### src/hw/rtl/tdci_pkg.sv
// ----------------------------------------------------------------------------
// Time-of-day color interpolator package
// Shared widths, slot codes, payload structs and small helper functions.
// ----------------------------------------------------------------------------
`default_nettype none

package tdci_pkg;

  localparam int HourW      = 16;  // input hour, 1/256 hour, signed
  localparam int ColorW     = 24;  // packed RGB slot color
  localparam int ChanW      = 8;   // one color channel
  localparam int NumChan    = 3;
  localparam int NumSlots   = 6;
  localparam int NumPoints  = 8;
  localparam int CfgW       = 13;  // sunrise and sunset register width
  localparam int CfgIdxW    = 2;
  localparam int SlotW      = 3;
  localparam int WeightW    = 17;  // Q1.16
  localparam int HourModW   = 13;  // wrapped hour 0..6143
  localparam int H2W        = 14;  // wrapped hour in 1/512 hour
  localparam int PtW        = 15;  // control points in 1/512 hour
  localparam int DiffW      = 16;  // signed differences of points
  localparam int QuoW       = 16;  // quotient bits below the clamp
  localparam int DivStages  = 4;
  localparam int DivStepBits = QuoW / DivStages;
  localparam int WrapW      = 17;

  localparam logic [CfgIdxW-1:0] CfgSunrise = 2'd0;
  localparam logic [CfgIdxW-1:0] CfgSunset  = 2'd1;

  localparam logic [CfgW-1:0]    SunriseReset = 13'd1536;
  localparam logic [CfgW-1:0]    SunsetReset  = 13'd4608;

  // Six days of bias make every signed input hour non-negative.
  localparam logic [WrapW-1:0]   WrapBias   = 17'd36864;
  localparam logic [PtW-1:0]     NoonUnits  = 15'd3072;
  localparam logic [PtW-1:0]     DayUnits   = 15'd6144;
  localparam logic [PtW-1:0]     DayUnits2  = 15'd12288;
  localparam logic [WeightW-1:0] WeightOne  = 17'd65536;
  localparam logic [WeightW-1:0] WeightZero = 17'd0;

  typedef enum logic [SlotW-1:0] {
    SlotMidnight = 3'd0,
    SlotSunrise  = 3'd1,
    SlotDay      = 3'd2,
    SlotNoon     = 3'd3,
    SlotSunset   = 3'd4,
    SlotNight    = 3'd5
  } tdci_slot_e;

  typedef struct packed {
    logic signed [HourW-1:0] hour_of_day;
    logic [ColorW-1:0]       midnight_color;
    logic [ColorW-1:0]       sunrise_color;
    logic [ColorW-1:0]       day_color;
    logic [ColorW-1:0]       noon_color;
    logic [ColorW-1:0]       sunset_color;
    logic [ColorW-1:0]       night_color;
  } tdci_in_t;

  typedef struct packed {
    logic [ChanW-1:0]   red;
    logic [ChanW-1:0]   green;
    logic [ChanW-1:0]   blue;
    logic [SlotW-1:0]   from_slot;
    logic [SlotW-1:0]   to_slot;
    logic [WeightW-1:0] blend_weight;
  } tdci_out_t;

  typedef logic [NumSlots-1:0][ColorW-1:0] tdci_colors_t;

  // Segment data that rides along the weight divider.
  typedef struct packed {
    logic [ColorW-1:0] ca;
    logic [ColorW-1:0] cb;
    tdci_slot_e        from_slot;
    tdci_slot_e        to_slot;
  } tdci_side_t;

  // Residue modulo 3 of a 6-bit value, by folding base-4 digits.
  function automatic logic [1:0] tdci_mod3(input logic [5:0] q);
    logic [3:0] s;
    logic [2:0] t;
    s = {2'b00, q[1:0]} + {2'b00, q[3:2]} + {2'b00, q[5:4]};
    t = {1'b0, s[1:0]} + {1'b0, s[3:2]};
    return (t >= 3'd3) ? 2'(t - 3'd3) : t[1:0];
  endfunction

  // Slot shown at each control point of the day curve.
  function automatic tdci_slot_e tdci_point_slot(input logic [2:0] idx);
    tdci_slot_e s;
    unique case (idx)
      3'd0:    s = SlotMidnight;
      3'd1:    s = SlotSunrise;
      3'd2:    s = SlotDay;
      3'd3:    s = SlotNoon;
      3'd4:    s = SlotDay;
      3'd5:    s = SlotSunset;
      3'd6:    s = SlotNight;
      default: s = SlotMidnight;
    endcase
    return s;
  endfunction

endpackage

`default_nettype wire

### src/hw/rtl/tdci_divider.sv
// ----------------------------------------------------------------------------
// Weight divider
// Pipelined restoring divider for the blend weight, four quotient bits a stage.
// ----------------------------------------------------------------------------
`default_nettype none

module tdci_divider (
  input  wire logic                         clk_i,
  input  wire logic                         rst_ni,
  input  wire logic                         valid_i,
  input  wire logic [tdci_pkg::PtW-1:0]     rem_i,
  input  wire logic [tdci_pkg::PtW-1:0]     span_i,
  input  wire logic                         zero_i,
  input  wire logic                         full_i,
  input  wire tdci_pkg::tdci_side_t         side_i,
  output logic                              valid_o,
  output logic [tdci_pkg::WeightW-1:0]      weight_o,
  output tdci_pkg::tdci_side_t              side_o
);
  import tdci_pkg::*;

  localparam int Last = DivStages - 1;

  logic [DivStages-1:0]                valid_q;
  logic [DivStages-1:0][PtW-1:0]       rem_q;
  logic [DivStages-1:0][QuoW-1:0]      quo_q;
  logic [DivStages-1:0][PtW-1:0]       span_q;
  logic [DivStages-1:0]                zero_q;
  logic [DivStages-1:0]                full_q;
  tdci_side_t [DivStages-1:0]          side_q;

  for (genvar s = 0; s < DivStages; s++) begin : g_stage
    logic             vin;
    logic [PtW-1:0]   rin;
    logic [QuoW-1:0]  qin;
    logic [PtW-1:0]   sin;
    logic             zin;
    logic             fin;
    tdci_side_t       din;
    logic [PtW-1:0]   rem_d;
    logic [QuoW-1:0]  quo_d;

    if (s == 0) begin : g_first
      assign vin = valid_i;
      assign rin = rem_i;
      assign qin = '0;
      assign sin = span_i;
      assign zin = zero_i;
      assign fin = full_i;
      assign din = side_i;
    end else begin : g_next
      assign vin = valid_q[s-1];
      assign rin = rem_q[s-1];
      assign qin = quo_q[s-1];
      assign sin = span_q[s-1];
      assign zin = zero_q[s-1];
      assign fin = full_q[s-1];
      assign din = side_q[s-1];
    end

    // The remainder stays below the span, so the doubled value fits one extra bit.
    always_comb begin
      logic [PtW:0]    t;
      logic [PtW-1:0]  r;
      logic [QuoW-1:0] q;
      r = rin;
      q = qin;
      for (int k = 0; k < DivStepBits; k++) begin
        t = {r, 1'b0};
        if (t >= {1'b0, sin}) begin
          t = t - {1'b0, sin};
          q = {q[QuoW-2:0], 1'b1};
        end else begin
          q = {q[QuoW-2:0], 1'b0};
        end
        r = t[PtW-1:0];
      end
      rem_d = r;
      quo_d = q;
    end

    always_ff @(posedge clk_i or negedge rst_ni) begin
      if (!rst_ni) begin
        valid_q[s] <= 1'b0;
      end else begin
        valid_q[s] <= vin;
      end
    end

    always_ff @(posedge clk_i) begin
      rem_q[s]  <= rem_d;
      quo_q[s]  <= quo_d;
      span_q[s] <= sin;
      zero_q[s] <= zin;
      full_q[s] <= fin;
      side_q[s] <= din;
    end
  end

  always_comb begin
    priority if (full_q[Last]) begin
      weight_o = WeightOne;
    end else if (zero_q[Last]) begin
      weight_o = WeightZero;
    end else begin
      weight_o = {1'b0, quo_q[Last]};
    end
  end

  assign valid_o = valid_q[Last];
  assign side_o  = side_q[Last];

  a_rem_below_span: assert property (@(posedge clk_i) disable iff (!rst_ni)
    valid_q[Last] && !zero_q[Last] && !full_q[Last] |-> rem_q[Last] < span_q[Last])
    else $error("divider remainder not below span");

  a_weight_range: assert property (@(posedge clk_i) disable iff (!rst_ni)
    valid_o |-> weight_o <= WeightOne)
    else $error("blend weight above one");

  a_valid_latency: assert property (@(posedge clk_i) disable iff (!rst_ni)
    valid_i |-> ##DivStages valid_o)
    else $error("divider lost an item");

endmodule

`default_nettype wire

### src/hw/rtl/tdci_mixer.sv
// ----------------------------------------------------------------------------
// Channel mixer
// Blends the two segment colors per channel with the Q1.16 weight, two stages.
// ----------------------------------------------------------------------------
`default_nettype none

module tdci_mixer (
  input  wire logic                         clk_i,
  input  wire logic                         rst_ni,
  input  wire logic                         valid_i,
  input  wire logic [tdci_pkg::WeightW-1:0] weight_i,
  input  wire tdci_pkg::tdci_side_t         side_i,
  output logic                              valid_o,
  output tdci_pkg::tdci_out_t               result_o
);
  import tdci_pkg::*;

  localparam int ProdW = ChanW + 1 + WeightW + 1;

  logic                                 m1_valid_q;
  logic [NumChan-1:0][ProdW-1:0]        m1_prod_q;
  logic [NumChan-1:0][ChanW-1:0]        m1_base_q;
  tdci_slot_e                           m1_from_q;
  tdci_slot_e                           m1_to_q;
  logic [WeightW-1:0]                   m1_weight_q;

  logic                                 out_valid_q;
  tdci_out_t                            out_q;
  logic [NumChan-1:0][ChanW-1:0]        chan_d;

  // a*(1-w) + b*w is rewritten as a + (b-a)*w: one multiplier per channel.
  for (genvar c = 0; c < NumChan; c++) begin : g_lane
    logic [ChanW-1:0]        a;
    logic [ChanW-1:0]        b;
    logic signed [ChanW:0]   diff;
    logic signed [ProdW-1:0] prod;
    logic signed [ProdW-1:0] sum;

    assign a    = side_i.ca[c*ChanW +: ChanW];
    assign b    = side_i.cb[c*ChanW +: ChanW];
    assign diff = $signed({1'b0, b}) - $signed({1'b0, a});
    assign prod = diff * $signed({1'b0, weight_i});

    always_ff @(posedge clk_i) begin
      m1_prod_q[c] <= prod;
      m1_base_q[c] <= a;
    end

    // Base shifted up by 16 with the half LSB for rounding in the low bits.
    assign sum = $signed({{(ProdW-ChanW-16){1'b0}}, m1_base_q[c], 16'h8000})
               + $signed(m1_prod_q[c]);
    assign chan_d[c] = sum[16 +: ChanW];
  end

  always_ff @(posedge clk_i or negedge rst_ni) begin
    if (!rst_ni) begin
      m1_valid_q  <= 1'b0;
      out_valid_q <= 1'b0;
    end else begin
      m1_valid_q  <= valid_i;
      out_valid_q <= m1_valid_q;
    end
  end

  always_ff @(posedge clk_i) begin
    m1_from_q   <= side_i.from_slot;
    m1_to_q     <= side_i.to_slot;
    m1_weight_q <= weight_i;
    out_q.red          <= chan_d[2];
    out_q.green        <= chan_d[1];
    out_q.blue         <= chan_d[0];
    out_q.from_slot    <= m1_from_q;
    out_q.to_slot      <= m1_to_q;
    out_q.blend_weight <= m1_weight_q;
  end

  assign valid_o  = out_valid_q;
  assign result_o = out_q;

  a_valid_latency: assert property (@(posedge clk_i) disable iff (!rst_ni)
    valid_i |-> ##2 valid_o)
    else $error("mixer lost an item");

  a_weight_zero: assert property (@(posedge clk_i) disable iff (!rst_ni)
    valid_i && weight_i == WeightZero |-> ##2 result_o.blue == $past(side_i.ca[7:0], 2))
    else $error("zero weight must give the start color");

  a_weight_one: assert property (@(posedge clk_i) disable iff (!rst_ni)
    valid_i && weight_i == WeightOne |-> ##2 result_o.red == $past(side_i.cb[23:16], 2))
    else $error("full weight must give the end color");

endmodule

`default_nettype wire

### src/hw/rtl/time_of_day_color_interpolator.sv
// ----------------------------------------------------------------------------
// Time-of-day color interpolator
// Wraps the hour, finds its segment on the day curve and blends two slot colors.
// ----------------------------------------------------------------------------
// The result strobe follows the start transfer through three front stages,
//   four weight divider stages and two mixer stages.
// Throughput: one item per cycle; busy_o never rises.
// Results cannot be held off, so the pipeline advances every cycle.
// Reset clears all valid bits and loads sunrise 6 h and sunset 18 h.
`default_nettype none

module time_of_day_color_interpolator (
  input  wire logic                          clk_i,
  input  wire logic                          rst_ni,
  input  wire logic                          start_i,
  output logic                               busy_o,
  input  wire tdci_pkg::tdci_in_t            data_i,
  output logic                               result_valid_o,
  output tdci_pkg::tdci_out_t                result_o,
  input  wire logic                          cfg_we_i,
  input  wire logic [tdci_pkg::CfgIdxW-1:0]  cfg_idx_i,
  input  wire logic [tdci_pkg::CfgW-1:0]     cfg_data_i
);
  import tdci_pkg::*;

  logic [CfgW-1:0] sunrise_q;
  logic [CfgW-1:0] sunset_q;

  logic [NumPoints-1:0][PtW-1:0] pts;

  // Stage 1: wrapped hour.
  logic [WrapW-1:0]    wrap_sum;
  logic [HourModW-1:0] hour_d;
  tdci_colors_t        colors_d;
  logic                s1_valid_q;
  logic [HourModW-1:0] s1_hour_q;
  tdci_colors_t        s1_colors_q;

  // Stage 2: segment search.
  logic [H2W-1:0]      h2;
  logic [2:0]          upper_d;
  logic                s2_valid_q;
  logic [2:0]          s2_upper_q;
  logic [H2W-1:0]      s2_h2_q;
  tdci_colors_t        s2_colors_q;

  // Stage 3: span, numerator and clamp flags.
  logic [2:0]              lower;
  logic [PtW-1:0]          lo_pt;
  logic [PtW-1:0]          hi_pt;
  logic signed [DiffW-1:0] num;
  logic signed [DiffW-1:0] span_raw;
  logic [PtW-1:0]          span_d;
  logic                    zero_d;
  logic                    full_d;
  tdci_side_t              side_d;
  logic                    s3_valid_q;
  logic [PtW-1:0]          s3_rem_q;
  logic [PtW-1:0]          s3_span_q;
  logic                    s3_zero_q;
  logic                    s3_full_q;
  tdci_side_t              s3_side_q;

  logic                div_valid;
  logic [WeightW-1:0]  div_weight;
  tdci_side_t          div_side;

  assign busy_o = 1'b0;

  always_ff @(posedge clk_i or negedge rst_ni) begin
    if (!rst_ni) begin
      sunrise_q <= SunriseReset;
      sunset_q  <= SunsetReset;
    end else if (cfg_we_i) begin
      unique case (cfg_idx_i)
        CfgSunrise: sunrise_q <= cfg_data_i;
        CfgSunset:  sunset_q  <= cfg_data_i;
        default: ;
      endcase
    end
  end

  // Control points in 1/512 hour; they need not be in order.
  always_comb begin
    pts[0] = '0;
    pts[1] = {1'b0, sunrise_q, 1'b0};
    pts[2] = {2'b00, sunrise_q} + NoonUnits;
    pts[3] = DayUnits;
    pts[4] = {2'b00, sunset_q} + NoonUnits;
    pts[5] = {1'b0, sunset_q, 1'b0};
    pts[6] = {2'b00, sunset_q} + DayUnits;
    pts[7] = DayUnits2;
  end

  // A day is 3 * 2048 units: the low 11 bits pass, the upper part is taken mod 3.
  assign wrap_sum = {data_i.hour_of_day[HourW-1], data_i.hour_of_day} + WrapBias;
  assign hour_d   = {tdci_mod3(wrap_sum[WrapW-1:11]), wrap_sum[10:0]};

  always_comb begin
    colors_d[SlotMidnight] = data_i.midnight_color;
    colors_d[SlotSunrise]  = data_i.sunrise_color;
    colors_d[SlotDay]      = data_i.day_color;
    colors_d[SlotNoon]     = data_i.noon_color;
    colors_d[SlotSunset]   = data_i.sunset_color;
    colors_d[SlotNight]    = data_i.night_color;
  end

  assign h2 = {s1_hour_q, 1'b0};

  // The first point at or above the hour ends the segment.
  always_comb begin
    upper_d = 3'd7;
    for (int i = NumPoints - 1; i >= 1; i--) begin
      if ({1'b0, h2} <= pts[i]) begin
        upper_d = 3'(i);
      end
    end
  end

  assign lower    = s2_upper_q - 3'd1;
  assign lo_pt    = pts[lower];
  assign hi_pt    = pts[s2_upper_q];
  assign num      = $signed({2'b00, s2_h2_q}) - $signed({1'b0, lo_pt});
  assign span_raw = $signed({1'b0, hi_pt}) - $signed({1'b0, lo_pt});
  assign span_d   = (span_raw[DiffW-1] || span_raw == '0) ? PtW'(1) : span_raw[PtW-1:0];
  assign zero_d   = num[DiffW-1] || num == '0;
  // A numerator at or past the span saturates the weight at one.
  assign full_d   = !zero_d && (num[PtW-1:0] >= span_d);

  always_comb begin
    side_d.from_slot = tdci_point_slot(lower);
    side_d.to_slot   = tdci_point_slot(s2_upper_q);
    side_d.ca        = s2_colors_q[side_d.from_slot];
    side_d.cb        = s2_colors_q[side_d.to_slot];
  end

  always_ff @(posedge clk_i or negedge rst_ni) begin
    if (!rst_ni) begin
      s1_valid_q <= 1'b0;
      s2_valid_q <= 1'b0;
      s3_valid_q <= 1'b0;
    end else begin
      s1_valid_q <= start_i && !busy_o;
      s2_valid_q <= s1_valid_q;
      s3_valid_q <= s2_valid_q;
    end
  end

  always_ff @(posedge clk_i) begin
    s1_hour_q   <= hour_d;
    s1_colors_q <= colors_d;
    s2_upper_q  <= upper_d;
    s2_h2_q     <= h2;
    s2_colors_q <= s1_colors_q;
    s3_rem_q    <= num[PtW-1:0];
    s3_span_q   <= span_d;
    s3_zero_q   <= zero_d;
    s3_full_q   <= full_d;
    s3_side_q   <= side_d;
  end

  tdci_divider u_divider (
    .clk_i    (clk_i),
    .rst_ni   (rst_ni),
    .valid_i  (s3_valid_q),
    .rem_i    (s3_rem_q),
    .span_i   (s3_span_q),
    .zero_i   (s3_zero_q),
    .full_i   (s3_full_q),
    .side_i   (s3_side_q),
    .valid_o  (div_valid),
    .weight_o (div_weight),
    .side_o   (div_side)
  );

  tdci_mixer u_mixer (
    .clk_i    (clk_i),
    .rst_ni   (rst_ni),
    .valid_i  (div_valid),
    .weight_i (div_weight),
    .side_i   (div_side),
    .valid_o  (result_valid_o),
    .result_o (result_o)
  );

  a_item_latency: assert property (@(posedge clk_i) disable iff (!rst_ni)
    start_i && !busy_o |-> ##9 result_valid_o)
    else $error("accepted item produced no result");

  a_upper_nonzero: assert property (@(posedge clk_i) disable iff (!rst_ni)
    s2_valid_q |-> s2_upper_q != 3'd0)
    else $error("segment end point must follow the hour-zero point");

  a_slot_range: assert property (@(posedge clk_i) disable iff (!rst_ni)
    result_valid_o |-> result_o.from_slot <= SlotNight && result_o.to_slot <= SlotNight)
    else $error("slot code out of range");

endmodule

`default_nettype wire

### config.mk
export PLATFORM = sky130hd
export DESIGN_NAME = time_of_day_color_interpolator
export DESIGN_NICKNAME = d
export VERILOG_FILES = /design/src/hw/rtl/tdci_pkg.sv /design/src/hw/rtl/tdci_divider.sv /design/src/hw/rtl/tdci_mixer.sv /design/src/hw/rtl/time_of_day_color_interpolator.sv
export SDC_FILE = /design/constraint.sdc
export NUM_CORES = 2
export LEC_CHECK = 0
export ABC_CLOCK_PERIOD_IN_PS = 25700
export BUFFER_PORTS_ARGS = -buffer_cell sky130_fd_sc_hd__buf_2
export CAP_MARGIN = 25
export CORE_MARGIN = 1
export CORE_UTILIZATION = 62
export CTS_BUF_LIST = sky130_fd_sc_hd__clkbuf_8 sky130_fd_sc_hd__clkbuf_16
export CTS_CLUSTER_DIAMETER = 200
export CTS_CLUSTER_SIZE = 40
export DETAILED_ROUTE_END_ITERATION = 8
export PLACE_DENSITY = 0.8
export SLEW_MARGIN = 10
export SYNTH_ARGS = -nofsm -noshare
export SYNTH_HDL_FRONTEND = slang
export SYNTH_SLANG_ARGS = --single-unit
### constraint.sdc
create_clock -name clk_i -period 25.7 [get_ports clk_i]
set_clock_uncertainty 0.05 [all_clocks]
set_input_delay 5.14 -clock clk_i [delete_from_list [all_inputs] [get_ports clk_i]]
set_output_delay 5.14 -clock clk_i [all_outputs]
set_load 0.03 [all_outputs]
==> results.md <==
STA:
- The measured slew at the worst slew-check pin is 1030 ps.
- Timing would allow up to 0.0838 GHz.
- Measured against its own limit, the worst slew margin works out to 31.1%.
- Setup violations remaining at the end of the flow were counted as 0.
- For the final routed database, the setup TNS stands at 0 ps.
- After layout, the minimum clock period comes to 11930 ps.
- The post-route clock period utilization is 46.4%.
- The number of slew-limit violations in the final report is 0.
- The count of final hold-check violations came to 0.
- Setup repair after global routing left no endpoint under its margin.

CTS:
- Clock tree synthesis selected as its root buffer the cell sky130_fd_sc_hd__clkbuf_16.
- The number of clock buffers inserted by TritonCTS is 26.
- The clock latency at the later pin of the worst-skew pair is 690 ps.
- The post-CTS clock slew at the launch and capture registers of the worst setup and hold paths is 150 ps.
- In this run, post-CTS repair resized a total of 0 instances.
- The total number of H-tree levels is 1.
- TritonCTS built the clock tree.
- The count of clock tree sinks is 913.
- In this run the post-CTS setup repair buffer count came out at 0.
- The number of buffers on the longest clock path is 3.
- The post-cts hold buffer count is 0.

Floorplan:
- The floorplan has 106 rows.
- The chip width is 294 µm.
- The overall die height is 294 µm.
- For this configuration, the core starts out at a cell density of 63.0%.
- The die outline area is 0.0864 mm².
- The total area inside the core boundary comes to 0.0840 mm².
- For this design the top-level I/O count stands at 228.

Logic synthesis:
- Synthesis inferred 913 register bits.
- The count of mapped cells out of synthesis is 5643.
- The average size of a mapped cell is 9.37 µm².
- The Yosys step of the flow raised 0 warnings.
- The part of the Yosys area used for sequential elements is 34.9%.
- The synthesized net count is 6691.
- Counting flops with an async set or reset pin after synthesis yields a share of 3.83%.
- The main flop type after synthesis is sky130_fd_sc_hd__dfxtp_1.
- Synthesis instantiated 99 different standard cells from the library.
- After synthesis the cells add up to 0.0529 mm².
- In this run, synthesis inferred 0 flip-flops with an integrated enable.

Worst setup path:
- The buffers plus inverters on the worst setup path is 5.
- The critical path class is reg -> reg.
- By instance count, the cell type seen most on the critical path is sky130_fd_sc_hd__a21oi_1.
- The endpoint required time on the critical path is 26220 ps.
- The cell type group with the largest total delay on the critical path is compound AO/OA/AOI/OAI gates.
- The cell type of the slowest stage on the worst timing path is sky130_fd_sc_hd__nor2_1.
- The worst setup path is launched from a flip-flop.
- The biggest fanout along the worst timing path is 24.
- STA puts the critical path data arrival time at 12450 ps.
- The stage delay of the slowest cell on the critical path is 790 ps.
- STA classifies the critical path endpoint as a flip-flop.

Place:
- The cell total after placement is 6884.
- The count of buffers added on input and output ports is 226.
- The estimated wirelength of the detail-placed design is 96200 µm.
- The last weighted congestion value of the routability-driven placer is 0.988.

Detailed routing:
- For this block, the initial DRC count from the detailed router was 2776.
- The detailed router placed 39516 vias in this run.
- The average wire length per cell after detail routing is 17.9 µm.
- The met1 layer wirelength in the final routing is 52200 µm.
- Routed signal wires occupy layers up through met4.
- The DRC violation count after routing is 0.
- The number of nets still failing antenna checks after routing is 0.
- The length of routed met2 wiring is 60400 µm.
- In the routed layout, each cell is associated on average with a via count of 5.71.
- The number of iterations in the first detailed-routing pass is 8.
- Wire segments on met3 add up to 7370 µm in the final route.
- The routed design has 124000 µm of wire.

Hold path:
- The worst hold path belongs to the class reg -> reg.

Layout:
- The net count of the finished layout is 6828.
- The final instance count without filler cells is 6922.
- The count of filler cells inserted in the layout is 6641.
- The area growth from synthesis to layout is 5.80%.
- The post-route netlist has 7.81% of its cells at a drive strength greater than 1.

Global routing:
- Global routing consumed, over all layers together, 28.6% of the routing resources.
- Entering global routing, the biggest net connects 74 pins.
- The via count of the first global-routing pass is 39033.
- The total congestion overflow is 0.
- The initial antenna violation count is 8.
- The global-route wire length before repair is 200000 µm.

Flow run:
- The tool flagged a number of max-cap violations equal to 0.

Outcome:
- The run finished with clean final reports.
-- cell type report --
cell class,count,area (µm²),share of cell area [%]
Inverter,610,2290,4.09
Multi-Input combinational cell,3952,31500,56.3
Tap cell,1134,1420,2.54
Sequential cell,913,18500,33.0
Antenna cell,4,10.0,0.0179
Clock inverter,4,41.3,0.0738
Timing Repair Buffer,277,1520,2.72
Clock buffer,28,689,1.23
-- final timing paths --
kind	start	slack [ps]	cells after the start	endpoint
worst max-delay path	u_divider.g_stage[1].sin[0]$_DFF_P_	13770	40	u_divider.g_stage[2].rin[3]$_DFF_P_
worst min-delay path	u_divider.g_stage[3].qin[10]$_DFF_P_	270	0	u_divider.quo_q[62]$_DFF_P_
worst max register to register	u_divider.g_stage[1].sin[0]$_DFF_P_	13770	40	u_divider.g_stage[2].rin[3]$_DFF_P_
worst min register to register	u_divider.g_stage[3].qin[10]$_DFF_P_	270	0	u_divider.quo_q[62]$_DFF_P_
max in group asynchronous	rst_ni	20640	1	sunrise_q[6]$_DFFE_PN0P_
min in group asynchronous	rst_ni	4440	1	sunset_q[11]$_DFFE_PN0P_
-- per-layer routing --
| metal | vias to the layer above | track usage (%) |
|---|---|---|
| met5 | - | 0 |
| met4 | 0 | 8.99 |
| met3 | 224 | 3.10 |
| met2 | 1264 | 49.9 |
| met1 | 18861 | 37.1 |
| li1 | 19167 | - |
-- cells in the final DEF, fill, tap and decap left out, drive strengths merged, types with 27 or more instances in the layout --
| cell type | Yosys | final |
|---|---|---|
| dfxtp | 878 | 878 |
| nand2 | 628 | 628 |
| inv | 607 | 610 |
| ha | 539 | 539 |
| nor2 | 409 | 409 |
| fa | 330 | 330 |
| buf | 38 | 277 |
| o21ai | 276 | 276 |
| a21oi | 274 | 274 |
| xnor2 | 172 | 172 |
| nand3 | 158 | 158 |
| a21o | 100 | 100 |
| xor2 | 99 | 99 |
| nand2b | 93 | 93 |
| mux2i | 80 | 80 |
| mux2 | 73 | 73 |
| nor3 | 68 | 68 |
| o21a | 54 | 54 |
| nor2b | 47 | 47 |
| or3 | 39 | 39 |
| o21bai | 35 | 35 |
| or2 | 35 | 35 |
| a211oi | 32 | 32 |
| nand4 | 31 | 31 |
| dfrtp | 31 | 31 |
| and3 | 30 | 30 |
| o22ai | 30 | 30 |
| clkbuf | 130 | 28 |
| a221oi | 28 | 28 |
| o221ai | 28 | 28 |
| and2 | 27 | 27 |
-- state kept, by name, indices dropped and copies added (netlist names), 15 cells and up --
register	cells
s1_colors_q	144
s2_colors_q	144
s3_rem_q	15
s3_side_q	54
s3_span_q	15
u_divider.g_stage.din	162
u_divider.g_stage.qin	24
u_divider.g_stage.rin	45
u_divider.g_stage.sin	45
u_divider.quo_q	16
u_divider.side_o	54
u_mixer.m1_base_q	24
u_mixer.m1_prod_q	27
u_mixer.m1_weight_q	17
u_mixer.result_o	47
-- synth_stat cells, types with 31 or more instances --
cell type                  count  area (µm²)
sky130_fd_sc_hd__a21o_1      100         751
sky130_fd_sc_hd__a21oi_1     273        1370
sky130_fd_sc_hd__clkbuf_1    130         488
sky130_fd_sc_hd__dfrtp_1      31         776
sky130_fd_sc_hd__dfxtp_1     878       17600
sky130_fd_sc_hd__fa_1        330        6610
sky130_fd_sc_hd__ha_1        539        6740
sky130_fd_sc_hd__inv_1       599        2250
sky130_fd_sc_hd__mux2_2       69         777
sky130_fd_sc_hd__mux2i_1      80         801
sky130_fd_sc_hd__nand2_1     628        2360
sky130_fd_sc_hd__nand2b_1     93         582
sky130_fd_sc_hd__nand3_1     158         791
sky130_fd_sc_hd__nand4_1      31         194
sky130_fd_sc_hd__nor2_1      408        1530
sky130_fd_sc_hd__nor2b_1      47         294
sky130_fd_sc_hd__nor3_1       66         330
sky130_fd_sc_hd__o21a_1       54         405
sky130_fd_sc_hd__o21ai_0     259        1300
sky130_fd_sc_hd__o21bai_1     34         255
sky130_fd_sc_hd__or3_1        39         244
sky130_fd_sc_hd__xnor2_1     172        1510
sky130_fd_sc_hd__xor2_1       99         867
-- cells by family after synthesis --
family | synth area share (%)
flip-flops | 34.9
AND/OR/NAND/NOR | 13.8
buffers and inverters | 5.61
AO/OA/AOI/OAI | 12.8
other | 0.00709
adder cells (fa/ha/maj) | 25.3
XOR/XNOR | 4.49
multiplexers | 3.08
-- stage by stage --
step	hold WS, ps	setup WS (ps)	area [µm²]	utilization, %
after global placement	260	14340	55200	65.7
final	268	13770	55900	66.6
after detailed placement	262	14130	55200	65.7
after global routing	274	13050	55900	66.6
after floorplan	260	16340	52900	-
after CTS	265	14010	55900	66.6
Power is left out: the tool's default activity adds up to more than one toggle a clock period on the data nets, which glitch-free logic cannot reach.
